## src/rtl/core/hml_pkg.sv

```systemverilog
// Shared constants, codes and controller/datapath interface types for the histogram matcher.
package hml_pkg;

    // Default sizing
    localparam int DEF_BINS       = 256;
    localparam int DEF_COUNT_BITS = 24;
    localparam int DEF_FRAC_BITS  = 16;

    localparam int EPS_W     = 16;
    localparam int OP_W      = 3;
    localparam int PIXEL_W   = 8;
    localparam int STATUS_W  = 2;
    localparam logic [EPS_W-1:0] EPS_RESET = 16'd1;

    // Operation codes
    typedef enum logic [OP_W-1:0] {
        OP_CLEAR   = 3'd0,
        OP_CNT_SRC = 3'd1,
        OP_CNT_REF = 3'd2,
        OP_BUILD   = 3'd3,
        OP_MAP     = 3'd4
    } t_op;

    // Result status codes
    localparam logic [STATUS_W-1:0] ST_MAPPED = 2'd0;
    localparam logic [STATUS_W-1:0] ST_BUILT  = 2'd1;
    localparam logic [STATUS_W-1:0] ST_EMPTY  = 2'd2;

    // Commands from controller to datapath
    typedef struct packed {
        logic load;       // latch input word, reset sweep indexes
        logic clr;        // zero histogram bin at index, advance
        logic clr_map;    // also zero map entry during clear
        logic cnt_rd;     // read histograms at latched bin
        logic cnt_wr;     // write back saturated increment
        logic map_rd;     // read map at latched bin
        logic tot_rd;     // read histograms at index
        logic tot_acc;    // accumulate totals, advance
        logic cdf_rd;     // read histograms at index
        logic cdf_acc;    // running sums, start divide
        logic div_step;   // one restoring divide step
        logic cdf_wr;     // store fractions, advance
        logic zmap;       // zero map entry at index, advance
        logic m_rd;       // read both cdfs for search
        logic m_cmp;      // compare and update search
        logic out_load;   // load output register
    } t_dp_cmd;

    // Status from datapath to controller
    typedef struct packed {
        logic idx_last;
        logic div_last;
        logic tot_zero;
        logic m_fin;
        logic out_free;
    } t_dp_stat;

endpackage

```

## src/rtl/core/hml_ctrl.sv

```systemverilog
// Controller state machine sequencing clear, count, build and map operations.
module hml_ctrl
    import hml_pkg::*;
(
    input  logic            i_clk,
    input  logic            i_rst_n,
    input  logic            i_valid,
    input  logic [OP_W-1:0] i_op,
    output logic            o_ready,
    output t_dp_cmd         o_cmd,
    input  t_dp_stat        i_stat
);

    typedef enum logic [15:0] {
        S_INIT    = 16'h0001,
        S_IDLE    = 16'h0002,
        S_CLR     = 16'h0004,
        S_CNT_RD  = 16'h0008,
        S_CNT_WR  = 16'h0010,
        S_MAP_RD  = 16'h0020,
        S_TOT_RD  = 16'h0040,
        S_TOT_ACC = 16'h0080,
        S_TOT_CHK = 16'h0100,
        S_CDF_RD  = 16'h0200,
        S_CDF_ACC = 16'h0400,
        S_CDF_DIV = 16'h0800,
        S_CDF_WR  = 16'h1000,
        S_ZMAP    = 16'h2000,
        S_M_RD    = 16'h4000,
        S_M_CMP   = 16'h8000
    } t_state;

    t_state r_state, n_state;
    logic   r_result;     // result pending to be loaded
    logic   n_result;

    // Next state and commands
    always_comb begin
        n_state  = r_state;
        n_result = r_result;
        o_cmd    = '0;
        o_ready  = 1'b0;
        unique case (r_state)
            S_INIT: begin
                o_cmd.clr     = 1'b1;
                o_cmd.clr_map = 1'b1;
                if (i_stat.idx_last) begin
                    n_state = S_IDLE;
                end
            end
            S_IDLE: begin
                if (r_result) begin
                    if (i_stat.out_free) begin
                        o_cmd.out_load = 1'b1;
                        n_result       = 1'b0;
                    end
                end else begin
                    o_ready = 1'b1;
                    if (i_valid) begin
                        o_cmd.load = 1'b1;
                        unique case (t_op'(i_op))
                            OP_CLEAR:   n_state = S_CLR;
                            OP_CNT_SRC: n_state = S_CNT_RD;
                            OP_CNT_REF: n_state = S_CNT_RD;
                            OP_BUILD:   n_state = S_TOT_RD;
                            OP_MAP:     n_state = S_MAP_RD;
                            default:    n_state = S_IDLE;
                        endcase
                    end
                end
            end
            S_CLR: begin
                o_cmd.clr = 1'b1;
                if (i_stat.idx_last) begin
                    n_state = S_IDLE;
                end
            end
            S_CNT_RD: begin
                o_cmd.cnt_rd = 1'b1;
                n_state      = S_CNT_WR;
            end
            S_CNT_WR: begin
                o_cmd.cnt_wr = 1'b1;
                n_state      = S_IDLE;
            end
            S_MAP_RD: begin
                o_cmd.map_rd = 1'b1;
                n_result     = 1'b1;
                n_state      = S_IDLE;
            end
            S_TOT_RD: begin
                o_cmd.tot_rd = 1'b1;
                n_state      = S_TOT_ACC;
            end
            S_TOT_ACC: begin
                o_cmd.tot_acc = 1'b1;
                n_state       = i_stat.idx_last ? S_TOT_CHK : S_TOT_RD;
            end
            S_TOT_CHK: begin
                n_state = i_stat.tot_zero ? S_ZMAP : S_CDF_RD;
            end
            S_CDF_RD: begin
                o_cmd.cdf_rd = 1'b1;
                n_state      = S_CDF_ACC;
            end
            S_CDF_ACC: begin
                o_cmd.cdf_acc = 1'b1;
                n_state       = S_CDF_DIV;
            end
            S_CDF_DIV: begin
                o_cmd.div_step = 1'b1;
                if (i_stat.div_last) begin
                    n_state = S_CDF_WR;
                end
            end
            S_CDF_WR: begin
                o_cmd.cdf_wr = 1'b1;
                n_state      = i_stat.idx_last ? S_M_RD : S_CDF_RD;
            end
            S_ZMAP: begin
                o_cmd.zmap = 1'b1;
                if (i_stat.idx_last) begin
                    n_result = 1'b1;
                    n_state  = S_IDLE;
                end
            end
            S_M_RD: begin
                o_cmd.m_rd = 1'b1;
                n_state    = S_M_CMP;
            end
            S_M_CMP: begin
                o_cmd.m_cmp = 1'b1;
                if (i_stat.m_fin) begin
                    n_result = 1'b1;
                    n_state  = S_IDLE;
                end else begin
                    n_state = S_M_RD;
                end
            end
            default: begin
                n_state = S_INIT;
            end
        endcase
    end

    // State registers
    always_ff @(posedge i_clk) begin
        if (!i_rst_n) begin
            r_state  <= S_INIT;
            r_result <= 1'b0;
        end else begin
            r_state  <= n_state;
            r_result <= n_result;
        end
    end

`ifndef NO_ASSERTIONS
    a_ready_idle: assert property (@(posedge i_clk) disable iff (!i_rst_n)
        o_ready |-> (r_state == S_IDLE) && !r_result)
        else $error("ready outside idle");
    a_state_onehot: assert property (@(posedge i_clk) disable iff (!i_rst_n)
        $onehot(r_state))
        else $error("state not one-hot");
    a_result_load: assert property (@(posedge i_clk) disable iff (!i_rst_n)
        o_cmd.out_load |=> !r_result)
        else $error("result flag not cleared after load");
`endif

endmodule

```

## config.mk

```make
export PLATFORM = sky130hd
export DESIGN_NAME = hml_ctrl
export DESIGN_NICKNAME = d
export VERILOG_FILES = /design/src/rtl/core/hml_pkg.sv /design/src/rtl/core/hml_ctrl.sv
export SDC_FILE = /design/constraint.sdc
export NUM_CORES = 1
export LEC_CHECK = 0
export BUFFER_PORTS_ARGS = -buffer_cell sky130_fd_sc_hd__buf_2
export CAP_MARGIN = 40
export CORE_MARGIN = 2
export CORE_UTILIZATION = 36
export DETAILED_ROUTE_END_ITERATION = 10
export PLACE_DENSITY = 0.64
export SKIP_CTS_REPAIR_TIMING = 1
export SYNTH_ARGS = -nofsm -noshare
export SYNTH_HDL_FRONTEND = slang
export SYNTH_SLANG_ARGS = --single-unit
```

## constraint.sdc

```tcl
create_clock -name i_clk -period 2.4 [get_ports i_clk]
set_input_delay 0.12 -clock i_clk [delete_from_list [all_inputs] [get_ports i_clk]]
set_output_delay 0.12 -clock i_clk [all_outputs]
set_load 0.05 [all_outputs]
```

## Word level (Yosys, flattened, before mapping)

Cells that the tools add are included.

| operators by class | value |
|---|---|
| equal/unequal tests | 26 |
| multiplexer cells | 37 |
| reductions and logical operators | 8 |

Operators by type and width:

| operator | count |
|---|---|
| $pmux W16 S13 | 1 |
| $mux W16 | 4 |
| $mux W15 | 2 |
| $pmux W7 S4 | 1 |
| $mux W1 | 26 |
| $eq A16 B1 Y1 const B | 1 |
| $eq A16 B10 Y1 const B | 1 |
| $eq A16 B11 Y1 const B | 1 |
| $eq A16 B12 Y1 const B | 1 |
| $eq A16 B13 Y1 const B | 1 |
| $eq A16 B14 Y1 const B | 1 |
| $eq A16 B15 Y1 const B | 1 |
| $eq A16 B16 Y1 const B | 1 |
| $eq A16 B2 Y1 const B | 1 |
| $eq A16 B3 Y1 const B | 1 |
| $eq A16 B4 Y1 const B | 1 |
| $eq A16 B5 Y1 const B | 1 |
| $eq A16 B6 Y1 const B | 1 |
| $eq A16 B7 Y1 const B | 1 |
| $eq A16 B8 Y1 const B | 1 |
| $eq A16 B9 Y1 const B | 1 |
| $mux W14 | 1 |
| $ne A2 B2 Y1 const B | 5 |
| $mux W9 | 1 |
| other kinds (11) | 14 |

| storage, ports and cells | value |
|---|---|
| register bits after elaboration | 17 |
| bits of input ports | 11 |
| output and inout bits | 17 |
| logic and storage cells | 73 |

## Depth between registers and ports, before layout

Gate-level depths: netlist (run 1).

| logic depth | value |
|---|---|
| depth in word-level cells | 6 |
| gate-level depth with buffers | 8 |
| depth with buffers taken out | 5 |

## Least setup slack after synthesis (run 1)

OpenSTA, ideal clock, no wires.

| timing path | value |
|---|---|
| path kind | register to register |
| from | reg r_state[0] |
| to | reg r_state[15] |
| library setup time | 0.068 ns |
| data arrival time | 2.866 ns |
| data required time | 2.332 ns |
| slack | -0.535 ns |
| cell stages (with the launch flop) | 7 |
| buffers on the path | 2 |
| period minus slack after synthesis | 2.935 ns |
| cell sequence | dfxtp_1 buf_2 nor4_1 buf_2 nand3_1 nor4_1 and2_1 |

| between the ends | value |
|---|---|
| cells in the longest elaborated chain, start to end | 4 |
| elaborated cells on any way between the ends | 24 |
| classes of those cells | 20 x eq/ne; 1 x mux; 3 x reduce/logical |

Ends and longest elaborated chain:

| item | RTL line | source |
|---|---|---|
| from (decl) | hml_ctrl.sv:33 | `t_state r_state, n_state;` |
| from (signal assigned) | hml_ctrl.sv:152 | `r_state <= n_state;` |
| $eq A16 B14 Y1 (tied with other cells) | hml_ctrl.sv:43 | `unique case (r_state)` |
| $reduce_or A3 Y1 (no line) | -- |  |
| $ne A2 B1 Y1 (no line) | -- |  |
| $reduce_and A4 Y1 (no line) | -- |  |

Parallel ways exist; a longest one is shown, timed or not.
A chain may end at the register's enable or synchronous reset.

==> results of run 1 <==
==> state kept, by name, indices dropped and copies added, names as in the netlist <==
register	flops
r_result	1
r_state	16
==> worst max-delay path, stage by stage (launching register included) <==
cell and delay (ns):
dfxtp_1 0.45, nor4_1 0.31, buf_4 0.21, nand3_1 0.15, or3_1 0.38, nor2_1 0.12
clkbuf_4 0.23
==> area by class of cell <==
class	instances	area [sq um]	share of cell area (%)
clock buffer	3	22.5	1.50
sequential	17	340	22.7
timing repair buffer	34	190	12.7
clock inverter	1	5.00	0.334
inverter	4	15.0	1.00
tap	46	57.6	3.84
multi-input combinational	123	868	57.9
==> worst paths after layout <==
path,start,endpoint,slack (ns),cells past startpoint
worst max-delay path,r_state[0],o_cmd[6],0.11,6
worst min register to register,r_result,r_result,0.57,2
worst min-delay path,i_stat[2],r_state[13],0.07,3
worst max register to register,r_state[12],r_state[5],0.42,7
==> cells in the mapped netlist (2+ instances only) <==
master | number | share of area (%)
o21ai_0 | 9 | 3.7
o22ai_1 | 2 | 1.0
and2_1 | 7 | 3.5
nor4b_1 | 4 | 2.8
nor4_1 | 7 | 3.5
nor3b_1 | 2 | 1.2
or3_1 | 2 | 1.0
nor3_1 | 5 | 2.0
and4_1 | 3 | 2.1
buf_2 | 8 | 3.2
a21oi_1 | 4 | 1.6
nand2b_1 | 7 | 3.5
a22oi_1 | 2 | 1.2
nor4_4 | 2 | 3.4
nand2_1 | 6 | 1.8
nand3_1 | 6 | 2.4
a31oi_1 | 2 | 1.0
clkbuf_1 | 2 | 0.61
nor2_1 | 12 | 3.7
nor2b_1 | 2 | 1.0
and3_1 | 6 | 3.0
dfxtp_1 | 17 | 28
and3_2 | 2 | 1.2
xor2_1 | 7 | 5.0
nand4_1 | 4 | 2.0
inv_1 | 4 | 1.2
o211ai_1 | 2 | 1.2
==> per-layer routing <==
metal | global-route usage [%] | part of all wire [%]
met1 | 23.6 | 46
met2 | 26.7 | 48
met3 | 3.42 | 4.4
met4 | 7.50 | 1.8
met5 | 0 | 0
==> stage by stage <==
step | setup WS, ns | TNS (ns)
6_report | 0.115 | 0
5_1_grt | -0.00336 | -0.00336
4_1_cts | 0.126 | 0
3_5_place_dp | 0.476 | 0
3_3_place_gp | 0.491 | 0
2_1_floorplan | 0.0498 | 0
==> report_power, final <==
part	internal, uW	switching (uW)
registers	298	35.4
logic	154	274
clock network	62.4	108
==> cell families (layout without fill, tap and decap cells) <==
| kind of cell | Yosys count | after routing | share of synthesized area, % |
|---|---|---|---|
| compound gates | 28 | 28 | 14.4 |
| simple gates | 87 | 87 | 46.9 |
| flops | 17 | 17 | 27.6 |
| buf+inv | 15 | 42 | 5.48 |
| xor+xnor | 8 | 8 | 5.68 |
==> summary.txt, run 1 <==
Route
  – Post-route DRC: 0
  – Via density: about 5.7
  – Vias: 1291
  – Drt total wl: 3.42 mm
  – ANT nets after route: 0
  – First-pass DRT Iterations: 5
  – Drt wl/cell: between 15 and 20 um
  – Initial detailed-routing violation count: approximately 110

Critical path
  – Critical Path AT: ~2.2 ns
  – CP Class: reg2out
  – CP Capture Type: output pin
  – Nature of the critical path startpoint: flop
  – CP max FO: 11
  – Worst path required time: 2.28 ns

Clock tree
  – CTS tree: built
  – # H-tree levels: 1
  – Root Driver: clkbuf_4
  – Clk slew on worst S/H paths: around 0.11 ns
  – CTS Buffer Depth: 2
  – # clock sinks: 17
  – Num CTS Buffers: 3
  – Worst skew pair latency: 0.31 ns

Pwr
  – Peak supply drop: roughly 220 uV
  – Total power: between 900 and 1000 uW
  – Leak: between 0.0006 and 0.0007 uW
  – Pwr Density: around 620 nW/um^2

Logic synthesis
  – Synthesized cell area: ~1200 sq um
  – FFs w/ async S/R, synth: 0%
  – Cells after Synth: between 150 and 200
  – Number of distinct library cells after synthesis: 46
  – Yosys reg bits: 17
  – Syn nets: roughly 170
  – Synth Flop Type: dfxtp_1
  – Sequential element share of the synthesized area: 27.6%
  – EDFF count, synth: 0
  – Syn. warnings: 0
  – Synth Area per Inst: a little under 8 sq um

Placed design
  – Final GP Congestion: just under 1
  – Post-DP Area: roughly 1400 sq um
  – DP Wirelength: 2.57 mm
  – Placed Instances: about 220
  – Buffers on Ports: 27

Global routing
  – Vias in the first global route: 1173
  – Antenna violations before repair: 0
  – Largest net degree at the start of global routing: 12
  – First-pass GRT wire length: 5.46 mm
  – Overflow after GRT: 0
  – Total Routing Usage GR: between 10% and 20%

Floorplan
  – Total I/O pin count: 28
  – Die X: roughly 63 um
  – Starting density of the core: about 37%
  – FP Rows: 21
  – Die height: about 63 um
  – Core ar.: 3310 sq um
  – Area of the die: slightly below 4000 sq um

Outcome
  – Status: finished, final reports clean

Finish
  – Ant diodes: 0
  – Most frequent cells in the layout: 26 x buf_2, 17 x dfxtp_1, 11 x nor2_1
  – Commonest non-fill, non-tap cell in the layout: buf_2
  – Final core occ: between 40% and 50%
  – Fill cells: ~360
  – Design area: roughly 1500 sq um
  – Area delta synth->final: 21.5%
  – Layout Nets: a little under 200
  – Fin cells: 228
  – Share of cells above drive strength 1: roughly 29%

STA
  – Final hold violations: 0
  – Fin crit period: between 2 and 2.5 ns
  – Final period util: between 90 and 100%
  – Worst-Margin Slew: 0.470 ns
  – Slew margin rel.: between 60 and 70%
  – RSZ-0062 raised after global routing: yes
  – Final Hold Slack: between 0.06 and 0.07 ns
  – Final Slew Violations: 0
  – Finish-stage setup viols: 0
  – Fmax: 438 MHz
  – Setup Skew: between 0.0005 and 0.0006 ns

Min path
  – Hold Path Class: in2reg

Run
  – Max Cap Viol: 0
Power figures use the tool's default switching activity.
==> run 2, diff against run 1 <==
--- a/config.mk
+++ b/config.mk
@@ -10,6 +10,7 @@
 export CORE_MARGIN = 2
 export CORE_UTILIZATION = 36
 export DETAILED_ROUTE_END_ITERATION = 10
+export HOLD_SLACK_MARGIN = 0.12
 export PLACE_DENSITY = 0.64
 export SKIP_CTS_REPAIR_TIMING = 1
 export SYNTH_ARGS = -nofsm -noshare
==> summary.txt, run 2 (synthesis gave the netlist of run 1 again) <==
Outcome
  – Status: finished, final reports clean (unchanged)

Global routing
  – Most used routing layer: met2 (unchanged)
  – Total Routing Usage GR: 17.4% (unchanged)
  – Met1 usage: 23.6% (unchanged)
  – Largest net degree at the start of global routing: 12 (unchanged)
  – Antenna violations before repair: 0 (unchanged)
  – Overflow after GRT: 0 (unchanged)
  – Vias in the first global route: 1173 (unchanged)
  – Met3 global-route usage: 3.42% (unchanged)
  – First-pass GRT wire length: 5.46 mm (unchanged)
  – Met2 GRT Util: 26.7% (unchanged)

Route
  – Drt wl/cell: 14.7 um (was 15.0 um)
  – Initial detailed-routing violation count: 84 (was 107)
  – Post-route DRC: 0 (unchanged)
  – ANT nets after route: 0 (unchanged)
  – First-pass DRT Iterations: 4 (was 5)
  – Via density: 5.71 (was 5.66)
  – Vias: 1325 (was 1291)
  – Drt total wl: 3.42 mm (about the same)

Critical path
  – R2R depth: 7 (unchanged)
  – RR Endpoint: r_state[5] (unchanged)
  – Critical Path AT: 2.16 ns (was 2.17 ns)
  – CP Capture Type: output pin (unchanged)
  – Nature of the critical path startpoint: flop (unchanged)
  – CP Class: reg2out (unchanged)
  – Crit-path max cell delay: 0.45 ns (about the same)
  – Start of the worst register-to-register path: r_state[15] (was r_state[12])
  – R2R Setup Slk: 0.46 ns (was 0.42 ns)
  – Worst path required time: 2.28 ns (about the same)
  – Crit-path slowest cell: dfxtp_1 (unchanged)
  – Critical Path, Cell by Cell: nor4_1 > buf_4 > nand3_1 > or3_1 > nor2_1 > clkbuf_4 (unchanged)
  – CP max FO: 11 (unchanged)

Pwr
  – Comb pwr share: 46.3% (was 45.9%)
  – Pwr Density: 606 nW/um^2 (was 622 nW/um^2)
  – P_int: 517 uW (was 514 uW)
  – Net switching power: 415 uW (was 418 uW)
  – Clk pwr share: 18.0% (was 18.3%)
  – Peak supply drop: 228 uV (was 224 uV)
  – Sw Share: 44.5% (was 44.8%)
  – Sequential power share: 35.8% (about the same)
  – Leak: 0.000654 uW (was 0.000640 uW)

Clock tree
  – # H-tree levels: 1 (unchanged)
  – Root Driver: clkbuf_4 (unchanged)
  – Num CTS Buffers: 3 (unchanged)
  – CTS Buffer Depth: 2 (unchanged)
  – Worst skew pair latency: 0.31 ns (about the same)
  – Clk slew on worst S/H paths: 0.11 ns (about the same)
  – # clock sinks: 17 (unchanged)
  – CTS tree: built (unchanged)

Min path
  – Worst hold path endpoint: r_state[6] (was r_state[13])
  – Hold Crit Start: i_op[1] (was i_stat[2])
  – Hold Path Class: in2reg (unchanged)
  – Hold path depth: 3 (unchanged)

Finish
  – Fill cells: 352 (was 358)
  – Biggest regs: r_state (16), r_result (1) (unchanged)
  – Area delta synth->final: 24.7% (was 21.5%)
  – Ant diodes: 0 (unchanged)
  – Final core occ: 46.5% (was 45.3%)
  – Largest register FFs: 16 (unchanged)
  – Commonest non-fill, non-tap cell in the layout: buf_2 (unchanged)
  – Largest register by flop count: r_state (unchanged)
  – Layout Nets: 198 (was 194)
  – Most frequent cells in the layout: 26 x buf_2, 17 x dfxtp_1, 11 x nor2_1 (unchanged)
  – Share of cells above drive strength 1: 28.5% (was 29.1%)

Placed design
  – Final GP Congestion: 0.970 (unchanged)
  – DP Wirelength: 2.57 mm (unchanged)
  – Buffers on Ports: 27 (unchanged)

Floorplan
  – Die height: 62.5 um (unchanged)
  – FP Rows: 21 (unchanged)
  – Total I/O pin count: 28 (unchanged)
  – Area of the die: 3910 sq um (unchanged)
  – Die X: 62.5 um (unchanged)
  – Core ar.: 3310 sq um (unchanged)
  – Starting density of the core: 37.3% (unchanged)

STA
  – Slew margin rel.: 68.0% (was 68.4%)
  – Final TNS setup: 0 ns (unchanged)
  – Fmax: 438 MHz (about the same)
  – Final hold violations: 0 (unchanged)
  – Final Slew Violations: 0 (unchanged)
  – Setup Skew: 0.00623 ns (was 0.000560 ns)
  – RSZ-0062 raised after global routing: yes (unchanged)
  – Fin crit period: 2.28 ns (was 2.29 ns)
  – Worst-Margin Slew: 0.479 ns (was 0.470 ns)
  – Finish-stage setup viols: 0 (unchanged)
  – Final period util: 95.1% (was 95.2%)

Run
  – Max Cap Viol: 0 (unchanged)
==> run 2: cell count changes in the layout (fill, tap and decap cells not counted) <==
cell	delta
dlygate4sd3_1	+4
==> run 2: power groups by stage <==
stage	clock [uW]	combinational, uW	sequential (uW)
2_1_floorplan	0	342	312
3_3_place_gp	0	418	333
3_5_place_dp	0	421	336
4_1_cts	169	422	329
5_1_grt	183	468	337
6_report	168	431	333
==> run 2: layout make-up <==
cell class	instances	area, sq um	share of cell area (%)
Clock inverter	1	5.00	0.325
Timing Repair Buffer	38	230	15.0
Tap cell	46	57.6	3.74
Inverter	4	15.0	0.976
Multi-Input combinational cell	123	868	56.4
Sequential cell	17	340	22.1
Clock buffer	3	22.5	1.46
==> run 2: per-layer routing <==
layer	up-vias	part of all wire [%]
li1	637	-
met5	-	0
met3	9	6.6
met1	631	45
met4	0	2.1
met2	48	46
==> run 2: critical path: cells and delay by family (launching register included) <==
family                 cells  cell delay (ns)
flip-flops                 1             0.45
AND/OR/NAND/NOR            4             0.96
buffers and inverters      2             0.44
==> run 2: stage by stage <==
| stage | hold WS, ns | setup WS (ns) | power (uW) | instance area [sq um] | std cells |
|---|---|---|---|---|---|
| final | 0.124 | 0.117 | 932 | 1540 | 232 |
| after global routing | 0.149 | 0.00474 | 988 | 1540 | 232 |
| after CTS | 0.0719 | 0.126 | 920 | 1470 | 225 |
| after detailed placement | 0.394 | 0.476 | 757 | 1440 | 221 |
| after global placement | 0.379 | 0.491 | 751 | 1440 | 221 |
| after floorplan | 0.234 | 0.0498 | 654 | 1270 | 155 |
==> run 2: worst max path at each step <==
stage	cells past startpoint	slack (ns)	end	from
after detailed placement	6	0.48	r_state[5]	r_state[2]
after global routing	6	0.005	o_cmd[6]	r_state[0]
after CTS	6	0.13	o_cmd[6]	r_state[0]
final	6	0.12	o_cmd[6]	r_state[0]
after global placement	6	0.49	r_state[5]	r_state[2]
after floorplan	6	0.05	r_state[15]	r_state[0]
